===== src/sv/nep_pkg.sv =====
// Package for the neighbor eviction policy block.
// Holds field widths, request codes and the table-size constants.
// No dependencies.
package nep_pkg;

    // Table size and rank limit of the neighbor table
    localparam int MAX_NEIGHBORS       = 16;
    localparam int INFINITE_RANK_VALUE = 65535;

    // Field widths
    localparam int REQ_W   = 2;
    localparam int ID_W    = 4;
    localparam int RANK_W  = 16;
    localparam int COUNT_W = 5;

    // Width used to compare the child count against the table caps
    localparam int CAP_W = 9;

    typedef logic [ID_W-1:0]    t_id;
    typedef logic [RANK_W-1:0]  t_rank;
    typedef logic [COUNT_W-1:0] t_count;
    typedef logic [CAP_W-1:0]   t_cap;

    // Request codes
    typedef enum logic [REQ_W-1:0] {
        REQ_ENTRY = 2'd0,
        REQ_DIS   = 2'd1,
        REQ_DIO   = 2'd2,
        REQ_DAO   = 2'd3
    } t_req;

    localparam t_rank  INF_RANK     = RANK_W'(INFINITE_RANK_VALUE);
    localparam t_rank  INC_RESET    = 16'd256;
    localparam t_cap   CAP_NON_ROOT = CAP_W'(MAX_NEIGHBORS - 2);
    localparam t_cap   CAP_ROOT     = CAP_W'(MAX_NEIGHBORS);
    localparam t_count COUNT_SAT    = '1;

endpackage


===== src/sv/nep_in_if.sv =====
// Input channel of the neighbor eviction policy: valid, ready and one item.
// Depends on nep_pkg for field types.
interface nep_in_if;
    import nep_pkg::*;

    logic  valid;
    logic  ready;
    t_req  req_type;
    t_id   neighbor_id;
    logic  is_next_hop;
    logic  is_parent;
    logic  is_preferred;
    logic  parent_rank_usable;
    t_rank path_rank;
    t_rank new_rank;
    logic  instance_known;
    logic  node_is_root;

    modport source (
        output valid, req_type, neighbor_id, is_next_hop, is_parent, is_preferred,
               parent_rank_usable, path_rank, new_rank, instance_known, node_is_root,
        input  ready
    );

    modport sink (
        input  valid, req_type, neighbor_id, is_next_hop, is_parent, is_preferred,
               parent_rank_usable, path_rank, new_rank, instance_known, node_is_root,
        output ready
    );
endinterface


===== src/sv/nep_out_if.sv =====
// Result channel of the neighbor eviction policy: valid, ready and one item.
// Depends on nep_pkg for field types.
interface nep_out_if;
    import nep_pkg::*;

    logic   valid;
    logic   ready;
    logic   victim_found;
    t_id    victim_id;
    t_count children_seen;

    modport source (
        output valid, victim_found, victim_id, children_seen,
        input  ready
    );

    modport sink (
        input  valid, victim_found, victim_id, children_seen,
        output ready
    );
endinterface


===== src/sv/neighbor_eviction_policy.sv =====
// Neighbor eviction policy: scan state, decision logic and result register.
// Depends on nep_pkg, nep_in_if and nep_out_if.
// A decision item's result is registered and shows on the output in the cycle after acceptance.
// Throughput: one item per cycle; the result register stalls input only
// while it holds a result the sink has not taken.
// Reset (synchronous, active low) clears the scan state and the result
// valid flag and sets min_hop_rank_increase to 256.
module neighbor_eviction_policy (
    input  logic                i_clk,
    input  logic                i_rst_n,
    input  logic                i_cfg_we,
    input  nep_pkg::t_rank      i_cfg_wdata,
    nep_in_if.sink              i_in,
    nep_out_if.source           o_out
);
    import nep_pkg::*;

    // Configuration and scan state
    t_rank  r_inc;
    t_rank  r_worst,     n_worst;
    t_id    r_slot,      n_slot;
    logic   r_cand_valid, n_cand_valid;
    t_count r_child_cnt, n_child_cnt;

    // Result register
    logic   r_out_valid;
    logic   r_victim_found, n_victim_found;
    t_id    r_victim_id,    n_victim_id;
    t_count r_children,     n_children;

    logic                in_acc;
    logic                is_dec;
    logic                allow;
    logic [RANK_W+1:0]   dio_lhs;
    t_cap                cnt_ext;

    // Accept while the result register is empty or being drained
    assign i_in.ready = !r_out_valid || o_out.ready;
    assign in_acc     = i_in.valid && i_in.ready;
    assign is_dec     = (i_in.req_type != REQ_ENTRY);

    // new_rank + inc < worst - inc/2, rearranged so no side goes negative
    assign dio_lhs = {2'b00, i_in.new_rank} + {2'b00, r_inc} + {3'b000, r_inc[RANK_W-1:1]};
    assign cnt_ext = {{(CAP_W-COUNT_W){1'b0}}, r_child_cnt};

    // Decide whether the candidate may go
    always_comb begin
        case (i_in.req_type)
            REQ_DIS: allow = (cnt_ext < CAP_NON_ROOT);
            REQ_DIO: allow = i_in.instance_known && (dio_lhs < {2'b00, r_worst});
            REQ_DAO: allow = (cnt_ext < (i_in.node_is_root ? CAP_ROOT : CAP_NON_ROOT));
            default: allow = 1'b0;
        endcase
    end

    // Advance the scan state on entries, clear it on decisions
    always_comb begin
        n_worst      = r_worst;
        n_slot       = r_slot;
        n_cand_valid = r_cand_valid;
        n_child_cnt  = r_child_cnt;
        if (is_dec) begin
            n_worst      = '0;
            n_slot       = '0;
            n_cand_valid = 1'b0;
            n_child_cnt  = '0;
        end else begin
            if (i_in.is_next_hop && r_child_cnt != COUNT_SAT) begin
                n_child_cnt = r_child_cnt + 1'b1;
            end
            if (!i_in.is_next_hop && !i_in.is_parent) begin
                n_worst      = INF_RANK;
                n_slot       = i_in.neighbor_id;
                n_cand_valid = 1'b1;
            end else if (i_in.is_parent && !i_in.is_preferred && !i_in.is_next_hop &&
                         i_in.parent_rank_usable && r_worst < INF_RANK &&
                         i_in.path_rank > r_worst) begin
                n_worst      = i_in.path_rank;
                n_slot       = i_in.neighbor_id;
                n_cand_valid = 1'b1;
            end
        end
    end

    // Build the result of a decision item
    assign n_victim_found = allow && r_cand_valid;
    assign n_victim_id    = n_victim_found ? r_slot : '0;
    assign n_children     = r_child_cnt;

    // Hold configuration and scan state
    always_ff @(posedge i_clk) begin
        if (!i_rst_n) begin
            r_inc        <= INC_RESET;
            r_worst      <= '0;
            r_slot       <= '0;
            r_cand_valid <= 1'b0;
            r_child_cnt  <= '0;
        end else begin
            if (i_cfg_we) begin
                r_inc <= i_cfg_wdata;
            end
            if (in_acc) begin
                r_worst      <= n_worst;
                r_slot       <= n_slot;
                r_cand_valid <= n_cand_valid;
                r_child_cnt  <= n_child_cnt;
            end
        end
    end

    // Load the result register on a decision, drop it when taken
    always_ff @(posedge i_clk) begin
        if (!i_rst_n) begin
            r_out_valid <= 1'b0;
        end else if (in_acc && is_dec) begin
            r_out_valid <= 1'b1;
        end else if (o_out.ready) begin
            r_out_valid <= 1'b0;
        end
    end

    always_ff @(posedge i_clk) begin
        if (in_acc && is_dec) begin
            r_victim_found <= n_victim_found;
            r_victim_id    <= n_victim_id;
            r_children     <= n_children;
        end
    end

    assign o_out.valid         = r_out_valid;
    assign o_out.victim_found  = r_victim_found;
    assign o_out.victim_id     = r_victim_id;
    assign o_out.children_seen = r_children;

    // A candidate always carries a nonzero worst rank, and none leaves state clear
    a_cand_rank: assert property (@(posedge i_clk) disable iff (!i_rst_n)
        r_cand_valid |-> (r_worst != '0))
        else $error("candidate held with zero worst rank");

    a_no_cand_clear: assert property (@(posedge i_clk) disable iff (!i_rst_n)
        !r_cand_valid |-> (r_worst == '0 && r_slot == '0))
        else $error("stale candidate data without a candidate");

    // A decision clears the scan
    a_dec_clears: assert property (@(posedge i_clk) disable iff (!i_rst_n)
        (in_acc && is_dec) |=> (r_child_cnt == '0 && !r_cand_valid))
        else $error("scan state not cleared after decision");

    // A held, stalled result blocks new items
    a_stall_blocks: assert property (@(posedge i_clk) disable iff (!i_rst_n)
        (r_out_valid && !o_out.ready) |-> !i_in.ready)
        else $error("input taken while result register is stalled");

    // A result without a victim reports slot zero
    a_no_victim_id: assert property (@(posedge i_clk) disable iff (!i_rst_n)
        (r_out_valid && !r_victim_found) |-> (r_victim_id == '0))
        else $error("victim id set without a victim");

endmodule


===== src/flat_wrapper.sv =====
// flat-port wrapper written by rule: the top's interface ports become plain ports
module neighbor_eviction_policy_flat import nep_pkg::*;
  (i_clk, i_rst_n, i_cfg_we, i_cfg_wdata, i_in_valid, i_in_req_type, i_in_neighbor_id, i_in_is_next_hop, i_in_is_parent, i_in_is_preferred, i_in_parent_rank_usable, i_in_path_rank, i_in_new_rank, i_in_instance_known, i_in_node_is_root, i_in_ready, o_out_valid, o_out_victim_found, o_out_victim_id, o_out_children_seen, o_out_ready);
  nep_in_if i_in_i ();
  nep_out_if o_out_i ();
  input  logic i_clk;
  input  logic i_rst_n;
  input  logic i_cfg_we;
  input  nep_pkg::t_rank i_cfg_wdata;
  input wire logic [$bits(i_in_i.valid)-1:0] i_in_valid;
  input wire logic [$bits(i_in_i.req_type)-1:0] i_in_req_type;
  input wire logic [$bits(i_in_i.neighbor_id)-1:0] i_in_neighbor_id;
  input wire logic [$bits(i_in_i.is_next_hop)-1:0] i_in_is_next_hop;
  input wire logic [$bits(i_in_i.is_parent)-1:0] i_in_is_parent;
  input wire logic [$bits(i_in_i.is_preferred)-1:0] i_in_is_preferred;
  input wire logic [$bits(i_in_i.parent_rank_usable)-1:0] i_in_parent_rank_usable;
  input wire logic [$bits(i_in_i.path_rank)-1:0] i_in_path_rank;
  input wire logic [$bits(i_in_i.new_rank)-1:0] i_in_new_rank;
  input wire logic [$bits(i_in_i.instance_known)-1:0] i_in_instance_known;
  input wire logic [$bits(i_in_i.node_is_root)-1:0] i_in_node_is_root;
  output wire logic [$bits(i_in_i.ready)-1:0] i_in_ready;
  output wire logic [$bits(o_out_i.valid)-1:0] o_out_valid;
  output wire logic [$bits(o_out_i.victim_found)-1:0] o_out_victim_found;
  output wire logic [$bits(o_out_i.victim_id)-1:0] o_out_victim_id;
  output wire logic [$bits(o_out_i.children_seen)-1:0] o_out_children_seen;
  input wire logic [$bits(o_out_i.ready)-1:0] o_out_ready;
  assign i_in_i.valid = i_in_valid;
  assign i_in_i.req_type = i_in_req_type;
  assign i_in_i.neighbor_id = i_in_neighbor_id;
  assign i_in_i.is_next_hop = i_in_is_next_hop;
  assign i_in_i.is_parent = i_in_is_parent;
  assign i_in_i.is_preferred = i_in_is_preferred;
  assign i_in_i.parent_rank_usable = i_in_parent_rank_usable;
  assign i_in_i.path_rank = i_in_path_rank;
  assign i_in_i.new_rank = i_in_new_rank;
  assign i_in_i.instance_known = i_in_instance_known;
  assign i_in_i.node_is_root = i_in_node_is_root;
  assign i_in_ready = i_in_i.ready;
  assign o_out_valid = o_out_i.valid;
  assign o_out_victim_found = o_out_i.victim_found;
  assign o_out_victim_id = o_out_i.victim_id;
  assign o_out_children_seen = o_out_i.children_seen;
  assign o_out_i.ready = o_out_ready;
  neighbor_eviction_policy u_core (.i_clk(i_clk), .i_rst_n(i_rst_n), .i_cfg_we(i_cfg_we), .i_cfg_wdata(i_cfg_wdata), .i_in(i_in_i), .o_out(o_out_i));
endmodule

===== config.mk =====
export PLATFORM = sky130hd
export DESIGN_NAME = neighbor_eviction_policy_flat
export DESIGN_NICKNAME = d
export VERILOG_FILES = /design/src/sv/nep_pkg.sv /design/src/sv/nep_in_if.sv /design/src/sv/nep_out_if.sv /design/src/sv/neighbor_eviction_policy.sv /design/src/flat_wrapper.sv
export SDC_FILE = /design/constraint.sdc
export NUM_CORES = 1
export LEC_CHECK = 0
export BUFFER_PORTS_ARGS = -buffer_cell sky130_fd_sc_hd__buf_2
export CAP_MARGIN = 20
export CORE_ASPECT_RATIO = 0.6
export CORE_UTILIZATION = 55
export CTS_BUF_LIST = sky130_fd_sc_hd__clkbuf_2
export CTS_CLUSTER_SIZE = 28
export DETAILED_ROUTE_END_ITERATION = 12
export PLACE_DENSITY = 0.85
export SYNTH_ARGS = -nofsm -noshare
export SYNTH_HDL_FRONTEND = slang
export SYNTH_SLANG_ARGS = --single-unit

===== constraint.sdc =====
create_clock -name i_clk -period 6.05 [get_ports i_clk]
set_clock_uncertainty 0.2 [all_clocks]
set_input_delay 0.605 -clock i_clk [delete_from_list [all_inputs] [get_ports i_clk]]
set_output_delay 0.605 -clock i_clk [all_outputs]
set_load 0.01 [all_outputs]

**After elaboration in Yosys (flattened, before gate mapping)**

Cells that the tools add are included.

- Add/subtract/negate cells: 3
- $lt $le $gt $ge: 5
- Eq/ne operators: 4
- Muxes and demuxes: 15
- Reduce and logical (&&, ||, !) cells: 22

Operators with widths:

| operator | number |
|---|---|
| 2-to-1 mux 16 bit | 3 |
| adder 18 x 15 -> 18 bit | 1 |
| < comparator 18 x 16 -> 1 bit | 1 |
| adder 16 x 16 -> 17 bit | 1 |
| greater-than comparator 16 bit | 1 |
| < comparator 16 bit (second input constant) | 1 |
| 2-to-1 mux 5 bit | 3 |
| 2-to-1 mux 4 bit | 3 |
| logical AND 1 bit | 11 |
| < comparator 5 x 9 -> 1 bit | 1 |
| nonzero test 2 bit | 3 |
| adder 5 x 1 -> 5 bit (second input constant) | 1 |
| < comparator 5 x 4 -> 1 bit (second input constant) | 1 |
| 2-to-1 mux 1 bit | 5 |
| != test 5 bit (second input constant) | 1 |
| equality test 2 bit (second input constant) | 2 |
| logical NOT 1 bit | 4 |
| AND reduction 2 bit | 2 |
| one-hot mux 1 bit (3 select lines) | 1 |
| nonzero test 3 bit | 1 |
| equality test 2 x 1 -> 1 bit (second input constant) | 1 |
| logical OR 1 bit | 1 |

- Register bits after elaboration: 53
- Input bits: 65
- Output and inout port bits: 12
- Word-level logic and storage cells: 58

**Depth between registers and ports, before layout**

- Depth after elaboration: 9
- Gate-level depth with buffers: 24
- Depth with buffers taken out: 24

**Worst setup path after synthesis**

Ideal clock, no wire load.

- Path kind: input to register
- Start point: input i_in_new_rank[0]
- End point: register u_core.r_victim_found, in the netlist u_core.o_out.victim_found, data pin
- Library setup time: 0.169 ns
- Arrival time: 4.403 ns
- Required time: 5.681 ns
- Slack: 1.277 ns
- Stages on the path: 20
- Path buffers: 0
- Cell sequence: ha_1 -> inv_1 -> fa_1 -> nand2b_1 -> a211oi_1 -> or2_2 -> nor2_1 -> o21a_1 -> xnor2_1 -> ha_1 -> and3_1 -> a211oi_1 -> o21ai_0 -> a21oi_1 -> xor2_1 -> ha_1 -> a211oi_1 -> o211a_1 -> inv_1 -> o31ai_1

- Longest elaborated chain between the ends: 6

Ends and longest elaborated chain:

| what | line | RTL |
|---|---|---|
| start, declared | flat_wrapper.sv:18 | `input wire logic [$bits(i_in_i.new_rank)-1:0] i_in_new_rank;` |
| adder 16 x 16 -> 17 bit | neighbor_eviction_policy.sv:43 | `assign dio_lhs = {2'b00, i_in.new_rank} + {2'b00, r_inc} + {3'b000, r_inc[RANK_W-1:1]};` |
| adder 18 x 15 -> 18 bit | neighbor_eviction_policy.sv:43 |  |
| < comparator 18 x 16 -> 1 bit | neighbor_eviction_policy.sv:50 | `REQ_DIO: allow = i_in.instance_known && (dio_lhs < {2'b00, r_worst});` |
| logical AND 1 bit | neighbor_eviction_policy.sv:50 |  |
| one-hot mux 1 bit (3 select lines) | neighbor_eviction_policy.sv:48 | `case (i_in.req_type)` |
| logical AND 1 bit | neighbor_eviction_policy.sv:86 | `assign n_victim_found = allow && r_cand_valid;` |
| named net u_core.n_victim_found | neighbor_eviction_policy.sv:27 | `logic r_victim_found, n_victim_found;` |
| end signal, assigned | neighbor_eviction_policy.sv:124 | `r_victim_found <= n_victim_found;` |
| end, declared | neighbor_eviction_policy.sv:27 |  |

The timed path passes the listed nets, and every way through them passes these cells.
A chain may end at the register's enable or synchronous reset.

**Final worst setup path**

- Start point: register u_core.r_inc[0]
- End point: register u_core.r_victim_id[3], in the netlist u_core.o_out.victim_id[3], data pin

- Longest elaborated chain between the ends: 6

Ends and longest elaborated chain:

| what | line | RTL |
|---|---|---|
| start, declared | neighbor_eviction_policy.sv:19 | `t_rank r_inc;` |
| start signal, assigned | neighbor_eviction_policy.sv:100 | `r_inc <= i_cfg_wdata;` |
| adder 16 x 16 -> 17 bit | neighbor_eviction_policy.sv:43 |  |
| adder 18 x 15 -> 18 bit | neighbor_eviction_policy.sv:43 |  |
| < comparator 18 x 16 -> 1 bit | neighbor_eviction_policy.sv:50 |  |
| logical AND 1 bit | neighbor_eviction_policy.sv:50 |  |
| one-hot mux 1 bit (3 select lines) | neighbor_eviction_policy.sv:48 |  |
| logical AND 1 bit | neighbor_eviction_policy.sv:86 |  |
| end signal, assigned | neighbor_eviction_policy.sv:125 | `r_victim_id <= n_victim_id;` |
| end, declared | neighbor_eviction_policy.sv:28 | `t_id r_victim_id, n_victim_id;` |

No other way between the ends.

==> impl_metrics.ini <==
[cells_and_area]
drive_above_1_share_pct = 16.0
insertedDiodeCount = 0
syn2layout_area_growth_pct = 12.2
stdcell_area_um2 = 5030
n_fill_cell = 683
final_cells = 697
final_nets = 724

[setup_path]
r2r_setup_slack_ns = 0.79
critPathKind = flop to flop
r2r_cells = 20
crit_fanout = 5
start_kind = flop
worstReg2RegEnd = u_core.o_out.victim_id[3]
crit_path_end_kind = flop
worstPathArrival_ns = 5.39
r2r-start = u_core.r_inc[0]
required_ns = 6.18

[synthesis]
async_reset_ff_share_pct = 0
syn_inst = 518
syn_area_per_cell_um2 = 8.65
synth.area.mux_share_pct = 8.26
synth_top_flop_cell = dfxtp_1
synth_warnings = 0
syn-num-nets = 654
syn-cell-area_um2 = 4480
synth_edf_count = 10
synth_top_family_by_area = compound AO/OA/AOI/OAI gates
synth_compound_area_share_pct = 20.6
seq_area_frac_synth_pct = 25.9
synth.ff_latch_count = 53
synth_xor_area_share_pct = 5.27
yosysUniqueCellTypes = 51
synth-simple-area-share_pct = 15.5
synth_fa_ha_area_share_pct = 20.2

[place]
gp_congestion = 0.909
dp.cells = 688
place_hpwl_mm = 8.25
postPlaceCellArea_um2 = 4950
io_buffer_count = 76

[timing]
fin_crit_ns = 5.26
setup_viol = 0
finalCritPeriodShare_pct = 86.9
fin_setup_tns_ns = 0
drv_slew = 0
worst_pin_slew_ns = 1.05
rsz0062_at_grt = false
slew_headroom_pct = 30.2
max_freq_mhz = 190
finalHoldViolCount = 0

[grt]
grt.busiest_layer = met2
grt_pass1_wl_mm = 17.4
grt_pass1_vias = 3819
grt_max_degree = 64
globalRouteOverflowTotal = 0
grt.met1_usage_pct = 33.0
met3_usage_pct = 5.58
met2_usage_pct = 42.0
grt_usage_pct = 25.0
grt_antenna_before_repair = 0

[min_path]
holdCritStartpoint = i_in_neighbor_id[2]
hold_path_end = u_core.r_slot[2]
hold_class = primary input to flop
hold_path_depth = 3

[clock_network]
cts_sinks = 53
ctsHoldBuffers = 0
postCtsResizedCells = 0
cts-htree-levels = 2
cts_buffer_depth = 2
clk_latency_ns = 0.49
numCtsBuffers = 5
cts_root_buf = clkbuf_2
postCtsSetupBuffers = 0
clk_pin_slew_ns = 0.31
cts_tree = yes

[floorplanning]
start_util_pct = 56.9
num_io_pins = 77
die_area_um2 = 8530
core_um2 = 7880
die_y_um = 71.9
rows = 25
chipWidth_um = 119

[routing]
drt-wirelength-per-cell_um = 15.1
antenna_left = 0
route.vias.total = 4058
drtPass1Iterations = 5
wl_mm = 10.5
avgViaCountPerCell = 5.82
drt_iter0_drc = 380
drc = 0

[power]
clkPwrFrac_pct = 19.6
power_leakage_nw = 2.28
sw_frac_of_total_pct = 37.4
p_per_area_nw_per_um2 = 204
ir_worst_vdd_mv = 0.0978
power_frac_comb_pct = 42.7
pwr-share-seq_pct = 37.7
p_switching_mw = 0.384
intPower_mw = 0.642

[status]
outcome = completed

[job]
drv_cap = 0
==> metal layers <==
layer | vias up | part of all wire [%]
li1 | 2035 | -
met1 | 1863 | 48
met2 | 138 | 45
met3 | 22 | 5.9
met4 | 0 | 1.7
met5 | - | 0
==> worst max-delay path by stage <==
stage,start,end,slack (ns)
finish,u_core.r_inc[0],u_core.o_out.victim_id[3],0.79
floorplan,i_in_new_rank[0],u_core.o_out.victim_found,1.28
detailed placement,i_in_new_rank[0],u_core.o_out.victim_found,0.53
CTS,u_core.r_inc[0],u_core.o_out.victim_found,0.81
global placement,i_in_new_rank[0],u_core.o_out.victim_found,0.83
global route,u_core.r_inc[0],u_core.o_out.victim_id[3],0.37
==> cells in the mapped netlist, types with 3 or more instances <==
cell      instances  area share, %
a211oi_1          8            1.3
a21o_1           11            1.8
a21oi_1          33            3.7
a31oi_1           5           0.70
and3_1            3           0.42
clkbuf_1         13            1.1
dfxtp_1          43             19
edfxtp_1         10            6.7
ha_1             69             19
inv_1            34            2.8
mux2i_1          37            8.3
nand2_1          52            4.4
nand2b_1          5           0.70
nand3_1          16            1.8
nand4_1          10            1.4
nor2_1           26            2.2
nor2b_1          20            2.8
nor3_1            4           0.45
o211ai_1         21            3.5
o21a_1            8            1.3
o21ai_0          19            2.1
o21bai_1          5           0.84
o31ai_1           5           0.84
xnor2_1          18            3.5
xor2_1            9            1.8
==> sequential cells by signal (all words and copies together), names as in the netlist <==
register	cells
u_core.r_cand_valid	1
u_core.o_out.valid	1
u_core.o_out.victim_id	4
u_core.r_inc	16
u_core.o_out.children_seen	5
u_core.r_worst	16
u_core.n_children	5
u_core.r_slot	4
u_core.o_out.victim_found	1
==> per-stage QoR <==
step	setup WS [ns]	util [%]	total power [mW]	hold slack, ns
finish	0.792	63.8	1.03	0.111
global route	0.374	63.8	1.10	0.0731
CTS	0.815	63.7	1.03	0.0995
detailed placement	0.526	62.9	0.824	0.263
global placement	0.831	62.9	0.800	0.244
floorplan	1.28	-	0.719	0.235
==> cell usage in the layout, fill, tap and decap left out, types with 2 or more instances in the layout <==
cell | netlist | final
buf_4 | 0 | 3
xnor2_1 | 18 | 18
a211oi_1 | 8 | 8
o21ai_0 | 19 | 19
a32oi_1 | 2 | 2
dfxtp_1 | 43 | 43
clkbuf_2 | 0 | 5
mux2i_1 | 37 | 37
nor2_1 | 26 | 26
a21boi_0 | 2 | 2
o211a_1 | 2 | 2
a21o_1 | 11 | 11
and3_1 | 3 | 3
a31oi_1 | 5 | 5
a21oi_1 | 33 | 33
edfxtp_1 | 10 | 10
nor2b_1 | 20 | 20
o31ai_1 | 5 | 5
buf_2 | 2 | 76
nand2_1 | 52 | 52
xor2_1 | 9 | 9
o21a_1 | 8 | 8
nand4_1 | 10 | 10
a211o_1 | 2 | 2
o21bai_1 | 5 | 5
and2_1 | 2 | 2
nand2b_1 | 5 | 5
fa_1 | 2 | 2
nor3_1 | 4 | 4
inv_1 | 34 | 34
o211ai_1 | 21 | 21
ha_1 | 69 | 69
nand3_1 | 16 | 16
==> final cells by class <==
class / instances / area (µm²) / share of cell area [%]
Clock buffer: 5 / 25.0 / 0.497
Clock inverter: 3 / 43.8 / 0.870
Inverter: 34 / 128 / 2.54
Multi-Input combinational cell: 415 / 3140 / 62.3
Sequential cell: 53 / 1160 / 23.1
Tap cell: 108 / 135 / 2.69
Timing Repair Buffer: 79 / 403 / 8.01
==> cell families (layout without fill, tap and decap cells) <==
| logic type | count (synthesis) | in the layout |
|---|---|---|
| AOI/OAI and AO/OA | 135 | 135 |
| muxes | 37 | 37 |
| adders and majority gates | 71 | 71 |
| and+or+nand+nor | 145 | 145 |
| buffers and inverters | 50 | 121 |
| xor gates and xnor gates | 27 | 27 |
| DFF | 53 | 53 |
==> power groups by stage <==
stage	sequential [mW]	combinational, mW	clock, mW
after global placement	0.392	0.408	0
after floorplan	0.392	0.327	0
after CTS	0.387	0.434	0.205
final	0.387	0.438	0.201
after global routing	0.389	0.493	0.218
after detailed placement	0.393	0.431	0
==> worst max-delay path, cell delays in order, from the launching register on <==
cell and delay (ns):
dfxtp_1 0.41, ha_1 0.19, inv_1 0.06, fa_1 0.39, nand2b_1 0.18, a211oi_1 0.34, or2_2 0.20, nor2_1 0.04
o21a_1 0.18, xnor2_1 0.21, ha_1 0.31, and3_1 0.17, a211oi_1 0.52, o21ai_0 0.26, a21oi_1 0.23, xor2_1 0.17
ha_1 0.26, a211oi_1 0.21, o211a_1 0.26, nand2_1 0.09, o31ai_1 0.22
(Power assumes the default switching activity.)
